File: src/bpa_pkg.sv
package bpa_pkg;

    localparam int STORE_WORDS_DEF = 4096;

    // Field widths of one item.
    localparam int IDX_W   = 18;
    localparam int WIDTH_W = 7;
    localparam int DATA_W  = 64;
    localparam int SLOT_W  = IDX_W + 1;
    localparam int BITPOS_W = SLOT_W + WIDTH_W;
    localparam int WORD_W  = BITPOS_W - 6;

    // Register indexes on the configuration port.
    localparam logic REG_ELEMENT_WIDTH   = 1'b0;
    localparam logic REG_RESERVED_OFFSET = 1'b1;

    localparam logic [WIDTH_W-1:0] WIDTH_RESET = 7'd32;

    localparam logic FUNC_READ  = 1'b0;
    localparam logic FUNC_WRITE = 1'b1;

    typedef struct packed {
        logic                func;
        logic                oor;
        logic                spans;
        logic [WORD_W-1:0]   word;
        logic [5:0]          shift;
        logic [WIDTH_W-1:0]  width;
        logic [DATA_W-1:0]   value;
    } bpa_entry_t;

    // Mask of the low w bits, w in 1..64.
    function automatic logic [DATA_W-1:0] width_mask(input logic [WIDTH_W-1:0] w);
        logic [WIDTH_W-1:0] gap;
        gap = 7'd64 - w;
        return {DATA_W{1'b1}} >> gap[5:0];
    endfunction

endpackage

File: src/bpa_front.sv
module bpa_front
    import bpa_pkg::*;
#(
    parameter int STORE_WORDS = STORE_WORDS_DEF
)
(
    input  logic                clk,
    input  logic                rst_n,
    input  logic                start,
    output logic                busy,
    input  logic                func,
    input  logic [IDX_W-1:0]    elem_index,
    input  logic [DATA_W-1:0]   write_value,
    input  logic [WIDTH_W-1:0]  element_width,
    input  logic [IDX_W-1:0]    reserved_offset,
    input  logic                clearing,
    input  logic                q_full,
    output logic                q_push,
    output bpa_entry_t          q_entry
);

    localparam logic [BITPOS_W:0] TOTAL_BITS = (BITPOS_W+1)'(STORE_WORDS * 64);

    logic                s1_v_reg, s1_v_next;
    logic                s1_func_reg;
    logic [SLOT_W-1:0]   s1_slot_reg;
    logic [WIDTH_W-1:0]  s1_width_reg;
    logic [DATA_W-1:0]   s1_value_reg;

    logic                s2_v_reg, s2_v_next;
    logic                s2_func_reg;
    logic [BITPOS_W-1:0] s2_bitpos_reg;
    logic [WIDTH_W-1:0]  s2_width_reg;
    logic [DATA_W-1:0]   s2_value_reg;

    logic                accept, s2_free, mv12, s1_free;
    logic [WIDTH_W-1:0]  eff_width;
    logic [BITPOS_W:0]   end_bit;
    logic [WIDTH_W-1:0]  shift_end;

    always_comb
    begin
        if (element_width == '0)
            eff_width = 7'd1;
        else if (element_width > 7'd64)
            eff_width = 7'd64;
        else
            eff_width = element_width;
    end

    assign q_push  = s2_v_reg && !q_full;
    assign s2_free = !s2_v_reg || q_push;
    assign mv12    = s1_v_reg && s2_free;
    assign s1_free = !s1_v_reg || mv12;
    assign busy    = clearing || !s1_free;
    assign accept  = start && !busy;

    assign s1_v_next = accept || (s1_v_reg && !mv12);
    assign s2_v_next = mv12 || (s2_v_reg && !q_push);

    always_ff @(posedge clk or negedge rst_n)
    begin
        if (!rst_n)
        begin
            s1_v_reg <= 1'b0;
            s2_v_reg <= 1'b0;
        end
        else
        begin
            s1_v_reg <= s1_v_next;
            s2_v_reg <= s2_v_next;
        end
    end

    always_ff @(posedge clk)
    begin
        if (accept)
        begin
            s1_func_reg  <= func;
            s1_slot_reg  <= SLOT_W'(elem_index) + SLOT_W'(reserved_offset);
            s1_width_reg <= eff_width;
            s1_value_reg <= write_value & width_mask(eff_width);
        end
        if (mv12)
        begin
            s2_func_reg   <= s1_func_reg;
            s2_bitpos_reg <= BITPOS_W'(s1_slot_reg) * BITPOS_W'(s1_width_reg);
            s2_width_reg  <= s1_width_reg;
            s2_value_reg  <= s1_value_reg;
        end
    end

    assign end_bit   = (BITPOS_W+1)'(s2_bitpos_reg) + (BITPOS_W+1)'(s2_width_reg);
    assign shift_end = WIDTH_W'(s2_bitpos_reg[5:0]) + s2_width_reg;

    always_comb
    begin
        q_entry.func  = s2_func_reg;
        q_entry.oor   = end_bit > TOTAL_BITS;
        q_entry.spans = shift_end > 7'd64;
        q_entry.word  = s2_bitpos_reg[BITPOS_W-1:6];
        q_entry.shift = s2_bitpos_reg[5:0];
        q_entry.width = s2_width_reg;
        q_entry.value = s2_value_reg;
    end

endmodule

File: config.mk
export PLATFORM = sky130hd
export DESIGN_NAME = bpa_front
export DESIGN_NICKNAME = d
export VERILOG_FILES = /design/src/bpa_pkg.sv /design/src/bpa_front.sv
export SDC_FILE = /design/constraint.sdc
export NUM_CORES = 1
export LEC_CHECK = 0
export ABC_AREA = 0
export BUFFER_PORTS_ARGS = -buffer_cell sky130_fd_sc_hd__buf_2
export CORE_MARGIN = 5
export CORE_UTILIZATION = 55
export DETAILED_ROUTE_END_ITERATION = 8
export PLACE_DENSITY = 0.8
export SYNTH_ARGS = -nofsm -noshare
export SYNTH_HDL_FRONTEND = slang
export SYNTH_SLANG_ARGS = --single-unit
File: constraint.sdc
create_clock -name clk -period 10.8 [get_ports clk]
set_clock_uncertainty 0.05 [all_clocks]
set_input_delay 0.54 -clock clk [delete_from_list [all_inputs] [get_ports clk]]
set_output_delay 0.54 -clock clk [all_outputs]
set_load 0.05 [all_outputs]
# Yosys cells after proc, flatten, opt, wreduce, memory -nomap -nowiden
# Index checks and enable logic that the tools add are counted.
dict set report totals {
  reg_bits 191
  output_inout_bits 102
  word_cells 40
}
dict set report op_classes {
  n_addsub 4
  multipliers 1
  order_cmp 3
  shifts 1
  n_mux 2
  n_bitwise 1
  reduce_logical 18
}
# op count
set ops {}
lappend ops {{bitwise AND 64 bit} 1}
lappend ops {{>> shifter 64 x 6 -> 64 bit (first input constant)} 1}
lappend ops {{adder 26 x 7 -> 27 bit} 1}
lappend ops {{greater-than comparator 27 x 19 -> 1 bit (second input constant)} 1}
lappend ops {{multiplier 19 x 7 -> 26 bit} 1}
lappend ops {{adder 18 x 18 -> 19 bit} 1}
lappend ops {{greater-than comparator 7 bit (second input constant)} 2}
lappend ops {{two-way mux 7 bit} 2}
lappend ops {{adder 6 x 7 -> 7 bit} 1}
lappend ops {{logical NOT 1 bit} 7}
lappend ops {{logical NOT 7 bit} 1}
lappend ops {{subtractor 1 x 6 -> 6 bit (first input constant)} 1}
lappend ops {{logical AND 1 bit} 5}
lappend ops {{logical OR 1 bit} 5}

# Longest topological paths before layout
dict set report depth {
  depth_word 10
  ltp_mapped 18
  mapped_depth_nobuf 17
}

# Worst setup path before layout
# OpenSTA, ideal clock, no wires.
dict set report synth_timing {
  path_kind {input-to-reg}
  from {in q_full}
  to {reg s2_bitpos_reg[0], enable pin}
  setup_ps 705
  t_arrival_ps 7610
  t_required_ps 10045
  setup_slack_ps 2435
  cell_stages 1
  path_buffers 0
  cell_sequence {a21boi_0}
}
dict set report synth_between {
  elab_chain_len 4
}
# element line_no
set synth_lines {}
lappend synth_lines {{start, declared} bpa_front.sv:17} ;# input logic q_full,
lappend synth_lines {{logical NOT 1 bit} bpa_front.sv:51} ;# assign q_push = s2_v_reg && !q_full;
lappend synth_lines {{logical AND 1 bit} bpa_front.sv:51}
lappend synth_lines {{logical OR 1 bit} bpa_front.sv:52} ;# assign s2_free = !s2_v_reg || q_push;
lappend synth_lines {{logical AND 1 bit} bpa_front.sv:53} ;# assign mv12 = s1_v_reg && s2_free;
lappend synth_lines {{end signal, assigned} bpa_front.sv:87} ;# s2_bitpos_reg <= BITPOS_W'(s1_slot_reg) * BITPOS_W'(s1_width_reg);
lappend synth_lines {{end, declared} bpa_front.sv:32} ;# logic [BITPOS_W-1:0] s2_bitpos_reg;
# Every way passes these cells.
# A chain may end at the register's enable or synchronous reset.

# Worst setup path after layout
dict set report layout_timing {
  from {reg s1_width_reg[6]}
  to {reg s2_bitpos_reg[20], data pin}
}
dict set report layout_between {
  elab_chain_len 1
}
# element line_no
set layout_lines {}
lappend layout_lines {{start, declared} bpa_front.sv:27} ;# logic [WIDTH_W-1:0] s1_width_reg;
lappend layout_lines {{start signal, assigned} bpa_front.sv:81} ;# s1_width_reg <= eff_width;
lappend layout_lines {{multiplier 19 x 7 -> 26 bit} bpa_front.sv:87}
# Every way passes these cells.

==> flow_metrics.py <==
metrics = {
    "clocking": {
        "cts_tree": "yes",
        "ctsResizeCount": 0,
        "clock_path_buffers": 2,
        "clkLatencyLatePin_ns": 0.44,
        "htreeDepth": 4,
        "cts-buffers-inserted": 17,
        "clk_pin_slew_worst_paths_ns": 0.08,
        "cts.sinks": 191,
        "cts_root_buf": "clkbuf_16",
    },
    "sta": {
        "worstMarginPinSlew_ns": 0.859,
        "maxSlewViolCount": 0,
        "finalHoldViolCount": 0,
        "timing.final.crit_share": 0.499,
        "finalSetupViolCount": 0,
        "timing.slew.headroom": 0.427,
        "setup_tns_ns": 0,
        "setup_ws_ns": 5.41,
        "clock.fmax_ghz": 0.186,
        "rsz0062_at_grt": "no",
        "fin_crit_ns": 5.39,
    },
    "global_routing": {
        "grt_pass1_vias": 9167,
        "antenna_found_initial": 0,
        "grt_max_degree": 64,
        "track_usage": 0.226,
        "gr-total-overflow": 0,
        "grt_pass1_wl_mm": 46.5,
    },
    "final_layout": {
        "syn_to_final_growth_pct": 16.5,
        "final_common_cell": "buf_2",
        "utilization": 0.646,
        "nets": 1564,
        "final_layout_size_suffix_gt1_frac": 0.208,
        "layout_common_cells": "buf_2 (214), edfxtp_1 (189), inv_1 (109), and2_1 (95), nand2_1 (94)",
        "diodes": 0,
    },
    "floorplan": {
        "die_x_microns": 160,
        "core_sq_um": 22400,
        "die_area_sq_um": 25700,
        "initial_utilization": 0.554,
        "die_h_microns": 160,
        "rows": 55,
        "io_pins": 215,
    },
    "synth": {
        "synth_nets": 1346,
        "synth_cells": 1074,
        "syn_area_sq_um": 12400,
        "synth_cell_types": 66,
        "synth_enable_flop_cells": 189,
        "ys_seq_area_frac": 0.461,
        "synth_ff_type": "edfxtp_1",
        "syn_area_per_cell_sq_um": 11.6,
        "async_flop_share": 0.0105,
        "synth_seq_cells": 191,
        "yosys_warnings": 0,
    },
    "min_path": {
        "hold_class": "in2reg",
        "holdCritStartpoint": "func",
        "hold_depth": 1,
        "min_to": "s1_func_reg",
    },
    "placement": {
        "place_ws_ns": 5.53,
        "gp_congestion": 0.872,
        "io_buffers": 214,
        "dp_hpwl_mm": 21.6,
    },
    "routing": {
        "via_per_inst": 5.57,
        "wirelength_mm": 28.7,
        "wl_per_cell_microns": 18.1,
        "drtIter0Drc": 741,
        "routed-via-count": 8864,
        "dr.pass1.iters": 5,
        "ant_nets": 0,
        "route.detailed.drc": 0,
    },
    "critical_path": {
        "crit_required_ns": 10.93,
        "end_kind": "flop",
        "r2r_slack_ns": 5.41,
        "cp_max_fo": 20,
        "worst_ep_arrival_time_ns": 5.52,
        "startpoint_type": "flop",
        "worstSetupPathType": "reg2reg",
        "r2r-start": "s1_width_reg[6]",
        "rr_endpoint": "s2_bitpos_reg[20]",
        "ff2ff_path_depth": 15,
    },
    "pwr": {
        "ir_drop_mv": 0.132,
        "power_uw": 3000,
        "p_per_area_nw_per_um2": 207,
        "leakage_uw": 0.00639,
    },
    "run_status": {
        "status": "complete, no violations",
    },
    "flow_run": {
        "maxCapViolCount": 0,
    },
}
## timing repair
item,in CTS,in global routing
hold buffers,1,0
hold endpoints to repair,2,0
setup buffers,0,0
## cell type report
| type | count | area, sq um |
|---|---|---|
| timing repair buffer | 221 | 1130 |
| multi-input combinational | 752 | 6220 |
| clock inverter | 15 | 221 |
| sequential | 191 | 5730 |
| clock buffer | 17 | 425 |
| tap | 285 | 357 |
| inverter | 109 | 409 |
| fill | 1706 | 7950 |
## per-stage QoR
stage	hold WS (ns)	area [sq um]	std cells
6_report	0.227	14500	1590
5_1_grt	0.201	14500	1590
4_1_cts	0.205	14500	1590
3_5_place_dp	0.276	13800	1557
3_3_place_gp	0.276	13800	1557
2_1_floorplan	0.194	12400	1074
## cells in the mapped netlist (all sizes together) (10+ instances only)
| master | count | area, sq um |
|---|---|---|
| a21boi | 15 | 113 |
| a21o | 13 | 97.6 |
| a21oi | 52 | 260 |
| and2 | 96 | 601 |
| and3 | 19 | 121 |
| clkbuf | 20 | 75.1 |
| edfxtp | 189 | 5680 |
| fa | 86 | 1720 |
| ha | 73 | 913 |
| inv | 109 | 409 |
| nand2 | 94 | 353 |
| nand2b | 12 | 75.1 |
| nand3 | 11 | 60.1 |
| nor2 | 59 | 221 |
| nor2b | 18 | 113 |
| nor3 | 16 | 80.1 |
| o211a | 10 | 100 |
| o21a | 13 | 97.6 |
| o21ai | 35 | 175 |
| xnor2 | 26 | 228 |
| xor2 | 11 | 96.3 |
## layer usage
metal  global-route usage  routed length [microns]
met1                0.283                    11200
met5                    0                        0
met3               0.0677                     2580
met2                0.386                    14300
met4               0.0587                      611
## kinds of logic after synthesis
group           count (synthesis)  share of synthesized area
xor+xnor                       37                     0.0261
compound gates                190                      0.104
buf+inv                       131                     0.0400
simple gates                  364                      0.156
fa+ha+maj                     159                      0.212
flops                         191                      0.461
mux                             2                    0.00161
## worst max-delay path by stage
stage / start / to / slack (ns) / cells past startpoint
3_5_place_dp: s1_width_reg[6] / s2_bitpos_reg[24] / 5.53 / 15
2_1_floorplan: q_full / s2_bitpos_reg[0] / 2.44 / 1
6_report: s1_width_reg[6] / s2_bitpos_reg[20] / 5.41 / 15
3_3_place_gp: s1_width_reg[3] / s2_bitpos_reg[20] / 5.63 / 16
5_1_grt: s1_width_reg[6] / s2_bitpos_reg[20] / 5.20 / 15
4_1_cts: s1_width_reg[6] / s2_bitpos_reg[20] / 5.44 / 15
## where the power goes
group	switching (uW)	internal (uW)
registers	72.9	951
clock network	342	329
logic	817	489
total	1230	1770
## worst max-delay path: stages (launching register included)
cell      delay, ns
edfxtp_1       0.76
nand2_1        0.17
fa_1           0.57
fa_1           0.57
inv_1          0.06
fa_1           0.53
inv_1          0.05
fa_1           0.52
inv_1          0.04
ha_1           0.36
inv_1          0.08
o211a_1        0.24
o41a_1         0.50
o211ai_1       0.32
a31oi_1        0.16
xnor2_1        0.14
No activity file was read; power rests on OpenSTA's default activity.
