==> config.mk <==
export PLATFORM = sky130hd
export DESIGN_NAME = bpa_queue
export DESIGN_NICKNAME = d
export VERILOG_FILES = /design/src/bpa_pkg.sv /design/src/bpa_queue.sv
export SDC_FILE = /design/constraint.sdc
export NUM_CORES = 1
export LEC_CHECK = 0
export ABC_CLOCK_PERIOD_IN_PS = 6400
export BUFFER_PORTS_ARGS = -buffer_cell sky130_fd_sc_hd__clkbuf_2
export CAP_MARGIN = 20
export CORE_MARGIN = 5
export CORE_UTILIZATION = 49
export CTS_CLUSTER_SIZE = 14
export DETAILED_ROUTE_END_ITERATION = 6
export PLACE_DENSITY_LB_ADDON = 0.2
export SLEW_MARGIN = 15
export SYNTH_ARGS = -nofsm -noshare
export SYNTH_HDL_FRONTEND = slang
export SYNTH_SLANG_ARGS = --single-unit
==> constraint.sdc <==
create_clock -name clk -period 6.4 [get_ports clk]
set_input_delay 0.64 -clock clk [delete_from_list [all_inputs] [get_ports clk]]
set_output_delay 0.64 -clock clk [all_outputs]
set_load 0.01 [all_outputs]
==> src/bpa_pkg.sv <==
package bpa_pkg;

    localparam int STORE_WORDS_DEF = 4096;

    // Field widths of one item.
    localparam int IDX_W   = 18;
    localparam int WIDTH_W = 7;
    localparam int DATA_W  = 64;
    localparam int SLOT_W  = IDX_W + 1;
    localparam int BITPOS_W = SLOT_W + WIDTH_W;
    localparam int WORD_W  = BITPOS_W - 6;

    // Register indexes on the configuration port.
    localparam logic REG_ELEMENT_WIDTH   = 1'b0;
    localparam logic REG_RESERVED_OFFSET = 1'b1;

    localparam logic [WIDTH_W-1:0] WIDTH_RESET = 7'd32;

    localparam logic FUNC_READ  = 1'b0;
    localparam logic FUNC_WRITE = 1'b1;

    typedef struct packed {
        logic                func;
        logic                oor;
        logic                spans;
        logic [WORD_W-1:0]   word;
        logic [5:0]          shift;
        logic [WIDTH_W-1:0]  width;
        logic [DATA_W-1:0]   value;
    } bpa_entry_t;

    // Mask of the low w bits, w in 1..64.
    function automatic logic [DATA_W-1:0] width_mask(input logic [WIDTH_W-1:0] w);
        logic [WIDTH_W-1:0] gap;
        gap = 7'd64 - w;
        return {DATA_W{1'b1}} >> gap[5:0];
    endfunction

endpackage

==> src/bpa_queue.sv <==
module bpa_queue
    import bpa_pkg::*;
(
    input  logic        clk,
    input  logic        rst_n,
    input  logic        push,
    input  bpa_entry_t  push_entry,
    output logic        full,
    input  logic        pop,
    output logic        empty,
    output bpa_entry_t  head
);

    bpa_entry_t  slots_reg [2];
    logic        wr_ptr_reg, wr_ptr_next;
    logic        rd_ptr_reg, rd_ptr_next;
    logic [1:0]  count_reg, count_next;

    assign full  = count_reg == 2'd2;
    assign empty = count_reg == 2'd0;
    assign head  = slots_reg[rd_ptr_reg];

    assign wr_ptr_next = push ? !wr_ptr_reg : wr_ptr_reg;
    assign rd_ptr_next = pop ? !rd_ptr_reg : rd_ptr_reg;

    always_comb
    begin
        count_next = count_reg;
        if (push && !pop)
            count_next = count_reg + 2'd1;
        else if (pop && !push)
            count_next = count_reg - 2'd1;
    end

    always_ff @(posedge clk or negedge rst_n)
    begin
        if (!rst_n)
        begin
            wr_ptr_reg <= 1'b0;
            rd_ptr_reg <= 1'b0;
            count_reg  <= 2'd0;
        end
        else
        begin
            wr_ptr_reg <= wr_ptr_next;
            rd_ptr_reg <= rd_ptr_next;
            count_reg  <= count_next;
        end
    end

    always_ff @(posedge clk)
    begin
        if (push)
            slots_reg[wr_ptr_reg] <= push_entry;
    end

endmodule

== Yosys cells after proc, flatten, opt, wreduce, memory -nomap -nowiden ==
Memories as Yosys holds them, arrays and structs flattened.
Index checks and enable logic that the tools add are counted.

* Output and inout port bits: 102
* Input bits: 104
* Memory bits (writable): 200
* Memories: 1
* Logic and storage cells: 19
* Register bits: 4

* Add/sub/neg operators: 2
* Eq/ne operators: 1
* Multiplexer cells: 4
* Reductions and logical operators: 8

{| class="wikitable"
|+ Memory list
! name !! words !! width !! rd ports !! clocked after memory_dff !! wr ports !! line !! source
|-
| slots_reg || 2 || 100 || 1 || 0 || 1 || bpa_queue.sv:14 || <nowiki>bpa_entry_t slots_reg [2];</nowiki>
|}

{| class="wikitable"
|+ Operators with widths
! cell !! count
|-
| $logic_not 1->1 || 4
|-
| $mux 2 || 2
|-
| $add 2x1->2 const B || 1
|-
| $eq 2x2->1 const B || 1
|-
| $logic_and 1x1->1 || 2
|-
| $logic_not 2->1 || 1
|-
| $mux 1 || 2
|-
| $reduce_bool 2->1 || 1
|-
| $sub 2x1->2 const B || 1
|}

== Longest topological paths before layout ==
Gate-level depths: netlist of run 1.

* Depth in word-level cells: 4
* Gate-level depth with buffers: 5

== Worst setup path after synthesis of run 1 ==
No wires, ideal clock.

* Path kind: input port to flip-flop
* From: input port push
* To: memory slots_reg[0][0] (netlist bit), enable pin
* Library setup time: 0.572 ns
* Data required time: 5.828 ns
* Slack: 0.836 ns
* Cell stages on the path: 1
* Path buffers: 0
* Arrival: 4.992 ns
* Cells stage by stage: nor2b_1

* Longest elaborated chain between the ends: 2

{| class="wikitable"
|+ RTL lines
! item !! line !! source
|-
| from (decl) || bpa_queue.sv:6 || <nowiki>input logic push,</nowiki>
|-
| $mux 1 || bpa_queue.sv:53 || <nowiki>if (push)</nowiki>
|-
| $mux 1 (not written as such) || bpa_queue.sv:54 || <nowiki>slots_reg[wr_ptr_reg] <= push_entry;</nowiki>
|-
| to (decl) || bpa_queue.sv:14 ||
|}

No other way between the ends.

==> implementation parameters, run 1 <==
Parameter                              Value

Cells and area
  Layout overhead on the synthesized area    23.1%
  Area occupied by registers    6110 µm²
  Most common cell after layout, fill and taps aside    sky130_fd_sc_hd__clkbuf_2
  Nets@finish    655
  Max FFs per register    200
  Layout cell share with drive strength beyond 1    60.3%
  Commonest non-fill, non-tap cells in the layout    sky130_fd_sc_hd__clkbuf_2 (205), sky130_fd_sc_hd__edfxtp_1 (200), sky130_fd_sc_hd__mux2_4 (90)
  Number of inserted filler cells in the final layout    1173
  # diodes    0
  Footprint of the multi-input gates    1560 µm²

Setup path
  Setup crit start kind    flop
  Kind of end point of the critical path    output pin
  Startpoint of the most critical register-to-register path    wr_ptr_reg
  Stage delay of the slowest cell on the critical path    0.67 ns
  Critical Path RT    5.76 ns
  CP max-delay cell    sky130_fd_sc_hd__dfrtp_4
  Critical path class    flop to output pin
  Critical path, cell by cell    buf_4 > mux2_4 > clkbuf_2
  Worst setup slack for register-to-register paths    4.28 ns
  Arrival time of data at the critical path endpoint    2.36 ns
  RR Endpoint    slots_reg[1][51]
  Register-to-Register Path Depth    2
  Critical path peak fanout    40

Global routing
  Sum of overflow across all layers after global routing    0
  Number of global-route vias before repair    4041
  Pin count of the biggest net entering global routing    63
  First-pass GRT wire length    21000 µm
  Antenna violations before repair    0
  Overall Global Routing Usage    14.6%

Clock network
  Deepest level of the CTS H-tree    1
  Clock Tree Root    sky130_fd_sc_hd__clkbuf_16
  TritonCTS clock tree    done
  Number of buffers created by CTS    21
  Number of clock sinks seen by CTS    204
  Postcts setup bufs    0
  Total of hold buffers inserted after clock tree synthesis    1
  Worst-skew pair later-pin latency    0.48 ns
  Maximum number of buffers from clock root to sink    3
  # resized after CTS    0
  Clock slew at the register clock pins of the worst setup and hold paths    0.06 ns

Timing
  Pins Over Slew Limit    0
  Fraction of the cycle the final worst path needs    46.9%
  Highest attainable clock frequency    333 MHz
  Worst slew margin relative to its limit    44.4%
  Final worst clock skew    0.00375 ns
  Hold WS    0.350 ns
  Count of endpoints failing setup in the final report    0
  Setup tns final    0 ns
  Fin. Hold Viols    0
  Unrepaired setup endpoints after global routing    no
  Worst-margin pin slew    0.834 ns
  Final critical delay including setup and external delays    3.00 ns

Logic synthesis
  Fraction of the yosys area taken by sequential cells    77.8%
  Synth Area in Compound Gates    0%
  Xor/xnor share of the synthesized area    0.558%
  Multiplexer fraction of the synthesized cell area    18.6%
  Dominant combinational cell family by area after synthesis    multiplexers
  Synth unique cells    14
  Simple-Gate Fraction of Synth Area    0.335%
  Average instance area after synthesis    24.0 µm²
  Post-synthesis sequential element count    204
  Number of instances in the synthesized netlist    327
  Syn. warnings    0
  Post-Synth Adder-Cell Area    0.159%
  Cell area after technology mapping    7850 µm²
  Net count after synthesis    432

Floorplanning
  Count of standard-cell rows    46
  Area of the placeable core    15800 µm²
  Ports placed on the boundary    206
  Die boundary height    137 µm
  Floorplan die width    137 µm
  Die footprint    18700 µm²
  Starting density of the core    49.6%

Placement
  Final GP Congestion    0.716
  HPWL after detailed placement    9400 µm
  PortBufs    205

Pwr
  Power density normalized to cell area    443 nW/µm²
  VDD IR max    0.000281 V
  Overall power after layout    4280 µW
  Leak Pwr    0.00395 µW

Detailed routing
  Wirelength per Cell    17.9 µm
  Number of vias per cell after detailed routing    4.76
  Vias after detailed routing    3706
  Count of unresolved DRC violations after routing    0
  Detailed Route Iter0 Violations    169
  Total detailed-routing wirelength    13900 µm
  Number of antenna-violating nets in the routed design    0
  Number of detailed-routing iterations run before antenna repair    4

Worst hold path
  Class of the tightest hold or removal check    primary input to flop
  Startpoint of the worst hold path    push_entry[58]
  Cells on Worst Hold Path    1
  Worst hold endpoint    slots_reg[1][58]

Outcome
  Outcome    completed

Job
  Max-cap viol count    0
-- cells in the mapped netlist (all sizes together) --
cell	n	area, µm²
edfxtp	200	6010
mux2	100	1460
buf	11	196
dfrtp	4	100
xor2	4	35.0
nor2	2	7.51
nor2b	2	12.5
and2	1	6.26
ha	1	12.5
inv	1	3.75
xnor2	1	8.76
-- per-stage QoR --
step                      area, µm²  setup WS [ns]  std cells  utilization (%)
final                          9660           3.40        778             61.1
after global routing           9660           3.32        778             61.1
after CTS                      9640           2.74        777             60.9
after detailed placement       9020           3.26        741             57.0
after global placement         8990           3.29        740             56.8
after floorplan                7850          0.836        327                -
-- per-layer routing --
metal  global-route usage [%]  vias to the layer above  part of all wire, %
li1                         -                     1742                    -
met1                     17.6                     1791                   39
met2                     25.1                      145                   50
met3                     3.79                       28                  8.4
met4                     5.54                        0                  2.8
met5                        0                        -                    0
-- worst max-delay path: cells and delay by family, from the launching register on --
kind	cells	cell delay [ns]
buf+inv	2	0.80
flops	1	0.67
mux	1	0.37
-- area by class of cell --
class                   instances  area share [%]
well taps                     216            2.80
clock inverters                10           0.712
multi-input cells             111            16.1
inverters                       1          0.0388
clock buffers                  25            5.59
repair buffers                211            11.5
flip-flops and latches        204            63.2
-- report_power, final --
| group | internal [µW] | switching (µW) |
|---|---|---|
| clock | 637 | 449 |
| sequential | 1780 | 101 |
| combinational | 679 | 637 |
| total | 3090 | 1190 |
-- kinds of logic (layout without fill, tap and decap cells) --
kind of cell	count (synthesis)	in the layout
adder cells (fa/ha/maj)	1	1
flip-flops	204	204
XOR/XNOR	5	5
AND/OR/NAND/NOR	5	5
multiplexers	100	100
buffers and inverters	12	247
-- worst max path at each step --
stage	from	to	slack [ns]	cells past startpoint
5_1_grt	rd_ptr_reg	head[23]	3.32	3
2_1_floorplan	push	slots_reg[0][0]	0.84	1
4_1_cts	rd_ptr_reg	head[23]	2.74	3
3_3_place_gp	rd_ptr_reg	head[23]	3.29	3
3_5_place_dp	rd_ptr_reg	head[23]	3.26	3
6_report	rd_ptr_reg	head[23]	3.40	3
Power figures use the tool's default switching activity.
==> run 2, diff against run 1 <==
--- a/config.mk
+++ b/config.mk
@@ -5,7 +5,7 @@
 export SDC_FILE = /design/constraint.sdc
 export NUM_CORES = 1
 export LEC_CHECK = 0
-export ABC_CLOCK_PERIOD_IN_PS = 6400
+export ABC_CLOCK_PERIOD_IN_PS = 2970
 export BUFFER_PORTS_ARGS = -buffer_cell sky130_fd_sc_hd__clkbuf_2
 export CAP_MARGIN = 20
 export CORE_MARGIN = 5
==> constraint.sdc (replaced) <==
create_clock -name clk -period 2.97 [get_ports clk]
set_input_delay 0.297 -clock clk [delete_from_list [all_inputs] [get_ports clk]]
set_output_delay 0.297 -clock clk [all_outputs]
set_load 0.01 [all_outputs]
==> implementation parameters, run 2 (same netlist as run 1, synthesis figures left out) <==
Parameter                              Value

Outcome
  Outcome    completed (unchanged)

Placement
  PortBufs    205 (unchanged)
  Placement-stage worst setup slack    0.946 ns (was 3.26 ns)
  Final GP Congestion    0.695 (was 0.716)
  HPWL after detailed placement    9410 µm (was 9400 µm)
  Placed cell area    9050 µm² (was 9020 µm²)

Detailed routing
  Detailed Route Iter0 Violations    198 (was 169)
  Vias after detailed routing    3994 (was 3706)
  Wirelength per Cell    17.3 µm (was 17.9 µm)
  Count of unresolved DRC violations after routing    0 (unchanged)
  Number of antenna-violating nets in the routed design    0 (unchanged)
  Number of detailed-routing iterations run before antenna repair    4 (unchanged)
  Number of vias per cell after detailed routing    4.71 (was 4.76)
  Total detailed-routing wirelength    14700 µm (was 13900 µm)

Pwr
  Leak Pwr    0.00424 µW (was 0.00395 µW)
  VDD IR max    0.000580 V (was 0.000281 V)
  Overall power after layout    9450 µW (was 4280 µW)
  Power density normalized to cell area    911 nW/µm² (was 443 nW/µm²)

Global routing
  First-pass GRT wire length    22000 µm (was 21000 µm)
  Pin count of the biggest net entering global routing    54 (was 63)
  Overall Global Routing Usage    15.1% (was 14.6%)
  Number of global-route vias before repair    4349 (was 4041)
  Sum of overflow across all layers after global routing    0 (unchanged)
  Antenna violations before repair    1 (was 0)

Cells and area
  Final non-filler cell area    10400 µm² (was 9660 µm²)
  Layout cell share with drive strength beyond 1    54.2% (was 60.3%)
  Most common cell after layout, fill and taps aside    sky130_fd_sc_hd__clkbuf_2 (unchanged)
  Layout overhead on the synthesized area    32.1% (was 23.1%)
  Max FFs per register    200 (unchanged)
  Nets@finish    722 (was 655)
  Commonest non-fill, non-tap cells in the layout    sky130_fd_sc_hd__clkbuf_2 (205), sky130_fd_sc_hd__edfxtp_1 (200), sky130_fd_sc_hd__mux2_4 (90) (unchanged)
  Number of inserted filler cells in the final layout    1075 (was 1173)

Floorplanning
  Count of standard-cell rows    46 (unchanged)
  Ports placed on the boundary    206 (unchanged)
  Area of the placeable core    15800 µm² (unchanged)
  Die footprint    18700 µm² (unchanged)
  Floorplan die width    137 µm (unchanged)
  Starting density of the core    49.6% (unchanged)
  Die boundary height    137 µm (unchanged)

Setup path
  Setup crit start kind    flop (unchanged)
  Critical path class    flop to output pin (unchanged)
  Startpoint of the most critical register-to-register path    wr_ptr_reg (unchanged)
  Arrival time of data at the critical path endpoint    2.21 ns (was 2.36 ns)
  Critical Path RT    2.67 ns (was 5.76 ns)
  RR Endpoint    slots_reg[1][78] (was slots_reg[1][51])
  Critical path peak fanout    37 (was 40)
  Register-to-Register Path Depth    2 (unchanged)
  Critical Path Start    rd_ptr_reg (unchanged)
  Kind of end point of the critical path    output pin (unchanged)
  Worst setup slack for register-to-register paths    1.30 ns (was 4.28 ns)

Clock network
  Worst-skew pair later-pin latency    0.48 ns (about the same)
  Postcts setup bufs    0 (unchanged)
  TritonCTS clock tree    done (unchanged)
  Deepest level of the CTS H-tree    1 (unchanged)
  Maximum number of buffers from clock root to sink    3 (unchanged)
  Clock Tree Root    sky130_fd_sc_hd__clkbuf_16 (unchanged)
  Number of buffers created by CTS    21 (unchanged)
  Number of clock sinks seen by CTS    204 (unchanged)
  Clock slew at the register clock pins of the worst setup and hold paths    0.06 ns (about the same)

Timing
  Count of endpoints failing setup in the final report    0 (unchanged)
  Highest attainable clock frequency    399 MHz
  Setup tns final    0 ns (unchanged)
  Final critical delay including setup and external delays    2.50 ns
  Hold WS    0.0155 ns (was 0.350 ns)
  Worst setup slack after layout    0.467 ns (was 3.40 ns)
  Worst slew margin relative to its limit    52.5% (was 44.4%)
  Fraction of the cycle the final worst path needs    84.3%
  Unrepaired setup endpoints after global routing    no (unchanged)
  Worst-margin pin slew    0.712 ns (was 0.834 ns)
  Final worst clock skew    0.0101 ns (was 0.00375 ns)
  Fin. Hold Viols    0 (unchanged)
  Pins Over Slew Limit    0 (unchanged)

Job
  Max-cap viol count    0 (unchanged)

Worst hold path
  Startpoint of the worst hold path    push_entry[19] (was push_entry[58])
  Class of the tightest hold or removal check    primary input to flop (unchanged)
  Worst hold endpoint    slots_reg[1][19] (was slots_reg[1][58])
  Cells on Worst Hold Path    1 (unchanged)
[run 2: changes by cell type in the layout (fill, tap and decap cells not counted), moves of 2 or more]
cell / before / now
sky130_fd_sc_hd__dlygate4sd3_1: 1 / 67
sky130_fd_sc_hd__clkbuf_1: 4 / 6
sky130_fd_sc_hd__clkinv_1: 5 / 3
sky130_fd_sc_hd__clkinvlp_4: 0 / 2
sky130_fd_sc_hd__buf_12: 0 / 3
sky130_fd_sc_hd__buf_16: 2 / 0
[run 2: how the worst max path moves through the flow]
stage                       to  slack [ns]  cells after the start
6_report              head[90]        0.47                      3
4_1_cts               head[90]        0.43                      3
3_3_place_gp          head[89]        0.96                      3
5_1_grt               head[90]        0.37                      3
3_5_place_dp          head[90]        0.95                      3
2_1_floorplan  slots_reg[0][0]        0.64                      1
[run 2: area by class of cell]
type	count	area, µm²	area share (%)
antenna	1	2.50	0.0241
clock buffer	27	548	5.28
clock inverter	10	101	0.977
inverter	1	3.75	0.0362
multi-input combinational	111	1560	15.0
sequential	204	6110	58.9
tap	216	270	2.61
timing repair buffer	278	1780	17.2
[run 2: per-stage QoR]
step | cells | util, %
floorplan | 327 | -
global placement | 743 | 57.2
detailed placement | 743 | 57.2
CTS | 835 | 64.8
global route | 848 | 65.5
finish | 848 | 65.5
[run 2: power by group]
group | total [µW] | switching, µW | internal [µW]
clock network | 2470 | 997 | 1480
logic | 2880 | 1360 | 1520
registers | 4090 | 269 | 3820
[run 2: what timing repair did]
action | in CTS | in global routing
gates resized for setup | 0 | 0
setup endpoints to repair | 0 | 0
hold buffers | 55 | 12
hold endpoints to repair | 109 | 21
[run 2: worst max-delay path, cell delays in order, from the launching register on]
cell	delay [ns]
sky130_fd_sc_hd__dfrtp_4	0.83
sky130_fd_sc_hd__buf_12	0.34
sky130_fd_sc_hd__mux2_2	0.39
sky130_fd_sc_hd__clkbuf_2	0.13
[run 2: layer usage]
metal  track usage (%)  vias to the layer above  wire length, µm
li1                  -                     1877                -
met1              16.5                     1966             5430
met2              28.4                      129             7920
met3              3.90                       22             1100
met4              5.10                        0              254
met5                 0                        -                0
==> run 3, diff against run 2 <==
--- a/config.mk
+++ b/config.mk
@@ -5,11 +5,11 @@
 export SDC_FILE = /design/constraint.sdc
 export NUM_CORES = 1
 export LEC_CHECK = 0
-export ABC_CLOCK_PERIOD_IN_PS = 2970
+export ABC_CLOCK_PERIOD_IN_PS = 2300
 export BUFFER_PORTS_ARGS = -buffer_cell sky130_fd_sc_hd__clkbuf_2
 export CAP_MARGIN = 20
 export CORE_MARGIN = 5
-export CORE_UTILIZATION = 49
+export CORE_UTILIZATION = 47
 export CTS_CLUSTER_SIZE = 14
 export DETAILED_ROUTE_END_ITERATION = 6
 export PLACE_DENSITY_LB_ADDON = 0.2
==> constraint.sdc (replaced) <==
create_clock -name clk -period 2.3 [get_ports clk]
set_input_delay 0.23 -clock clk [delete_from_list [all_inputs] [get_ports clk]]
set_output_delay 0.23 -clock clk [all_outputs]
set_load 0.01 [all_outputs]
==> implementation parameters, run 3 (same netlist as run 1, synthesis figures left out) <==
Parameter                              Value

Outcome
  Outcome    completed (unchanged)

Detailed routing
  Number of antenna-violating nets in the routed design    0 (unchanged)
  Detailed Route Iter0 Violations    127 (was 198)
  Wirelength per Cell    16.8 µm (was 17.3 µm)
  Vias after detailed routing    4134 (was 3994)
  Total detailed-routing wirelength    15000 µm (was 14700 µm)
  Number of vias per cell after detailed routing    4.64 (was 4.71)
  Number of detailed-routing iterations run before antenna repair    4 (unchanged)
  Count of unresolved DRC violations after routing    0 (unchanged)

Timing
  Fraction of the cycle the final worst path needs    89.4%
  Pins Over Slew Limit    0 (unchanged)
  Unrepaired setup endpoints after global routing    no (unchanged)
  Worst setup slack after layout    0.244 ns (was 0.467 ns)
  Final critical delay including setup and external delays    2.06 ns
  Count of endpoints failing setup in the final report    0 (unchanged)
  Final worst clock skew    0.00779 ns (was 0.0101 ns)
  Highest attainable clock frequency    486 MHz
  Worst-margin pin slew    0.646 ns (was 0.712 ns)
  Worst slew margin relative to its limit    56.9% (was 52.5%)
  Fin. Hold Viols    0 (unchanged)

Clock network
  Number of buffers created by CTS    21 (unchanged)
  Clock Tree Root    sky130_fd_sc_hd__clkbuf_16 (unchanged)
  Postcts setup bufs    0 (unchanged)
  Worst-skew pair later-pin latency    0.49 ns (was 0.48 ns)
  Clock slew at the register clock pins of the worst setup and hold paths    0.06 ns (about the same)
  Total of hold buffers inserted after clock tree synthesis    103 (was 55)
  Maximum number of buffers from clock root to sink    3 (unchanged)
  Deepest level of the CTS H-tree    1 (unchanged)
  # resized after CTS    0 (unchanged)
  TritonCTS clock tree    done (unchanged)
  Number of clock sinks seen by CTS    204 (unchanged)

Global routing
  Antenna violations before repair    1 (unchanged)
  Overall Global Routing Usage    15.0% (was 15.1%)
  Pin count of the biggest net entering global routing    58 (was 54)
  Number of global-route vias before repair    4568 (was 4349)
  Sum of overflow across all layers after global routing    0 (unchanged)
  First-pass GRT wire length    23300 µm (was 22000 µm)

Cells and area
  Final core utilization    65.5% (about the same)
  Layout overhead on the synthesized area    37.4% (was 32.1%)
  Area occupied by registers    6110 µm² (unchanged)
  Commonest non-fill, non-tap cells in the layout    sky130_fd_sc_hd__clkbuf_2 (205), sky130_fd_sc_hd__edfxtp_1 (200), sky130_fd_sc_hd__dlygate4sd3_1 (103) (was sky130_fd_sc_hd__clkbuf_2 (205), sky130_fd_sc_hd__edfxtp_1 (200), sky130_fd_sc_hd__mux2_4 (90))
  Layout cell share with drive strength beyond 1    51.4% (was 54.2%)
  Number of inserted filler cells in the final layout    1150 (was 1075)
  Nets@finish    759 (was 722)
  Most common cell after layout, fill and taps aside    sky130_fd_sc_hd__clkbuf_2 (unchanged)
  Max FFs per register    200 (unchanged)
  Final non-filler cell area    10800 µm² (was 10400 µm²)
  Footprint of the multi-input gates    1560 µm² (unchanged)
  Count of placed standard cells in the final layout, fillers left out    890 (was 848)

Placement
  Placed cell area    9070 µm² (was 9050 µm²)
  Number of placed instances with taps included    748 (was 743)
  Placement-stage worst setup slack    0.710 ns (was 0.946 ns)
  PortBufs    205 (unchanged)
  Final GP Congestion    0.706 (was 0.695)
  HPWL after detailed placement    9270 µm (was 9410 µm)

Floorplanning
  Ports placed on the boundary    206 (unchanged)
  Die footprint    19400 µm² (was 18700 µm²)
  Area of the placeable core    16500 µm² (was 15800 µm²)
  Starting density of the core    47.7% (was 49.6%)
  Count of standard-cell rows    47 (was 46)
  Floorplan die width    139 µm (was 137 µm)
  Die boundary height    139 µm (was 137 µm)

Setup path
  Setup crit start kind    flop (unchanged)
  Critical path class    flop to output pin (unchanged)
  Arrival time of data at the critical path endpoint    1.83 ns (was 2.21 ns)
  Critical Path RT    2.07 ns (was 2.67 ns)
  Critical path peak fanout    57 (was 37)
  Kind of end point of the critical path    output pin (unchanged)

Pwr
  Leak Pwr    0.00442 µW (was 0.00424 µW)
  VDD IR max    0.000842 V (was 0.000580 V)
  Power density normalized to cell area    1150 nW/µm² (was 911 nW/µm²)

Job
  Max-cap viol count    0 (unchanged)

Worst hold path
  Class of the tightest hold or removal check    primary input to asynchronous set/reset pin (was primary input to flop)
-- run 3: worst paths after layout --
path	start	cells after the start	end	slack, ns
worst max-delay path	rd_ptr_reg	3	head[74]	0.24
worst max register to register	wr_ptr_reg	2	slots_reg[1][21]	0.78
min in group clk	push_entry[35]	2	slots_reg[1][35]	0.47
max in group asynchronous	rst_n	2	rd_ptr_reg	2.05
worst min register to register	count_reg[1]	1	count_reg[1]	0.48
worst min-delay path	rst_n	2	rd_ptr_reg	0.11
-- run 3: report_power, final --
part	internal [µW]	switching [µW]
clock network	2010	1290
logic	2030	1920
registers	4940	195
total	8980	3410
-- run 3: stage by stage --
stage,hold WS [ns],total power [µW],TNS [ns]
after floorplan,-0.0656,8040,-3.08
final,0.111,12400,0
after global routing,0.0917,13000,0
after detailed placement,0.0449,9100,0
after CTS,0.0923,12600,0
after global placement,0.0412,9040,0
-- run 3: metal layers --
metal	part of all wire (%)	vias up	track usage [%]
met1	39	2010	17.5
met4	2.0	0	3.55
met2	51	146	26.3
met3	7.6	25	5.45
li1	-	1953	-
met5	0	-	0
-- run 3: layout make-up --
| cell class | instances | share of cell area, % |
|---|---|---|
| Antenna cell | 1 | 0.0232 |
| Clock buffer | 25 | 5.01 |
| Clock inverter | 13 | 1.30 |
| Inverter | 1 | 0.0348 |
| Timing Repair Buffer | 315 | 20.0 |
| Multi-Input combinational cell | 111 | 14.4 |
| Sequential cell | 204 | 56.6 |
| Tap cell | 220 | 2.55 |
-- run 3: worst max-delay path: stages (launching register included) --
cell	delay (ns)
sky130_fd_sc_hd__dfrtp_4	0.44
sky130_fd_sc_hd__buf_12	0.33
sky130_fd_sc_hd__mux2_4	0.34
sky130_fd_sc_hd__clkbuf_2	0.13
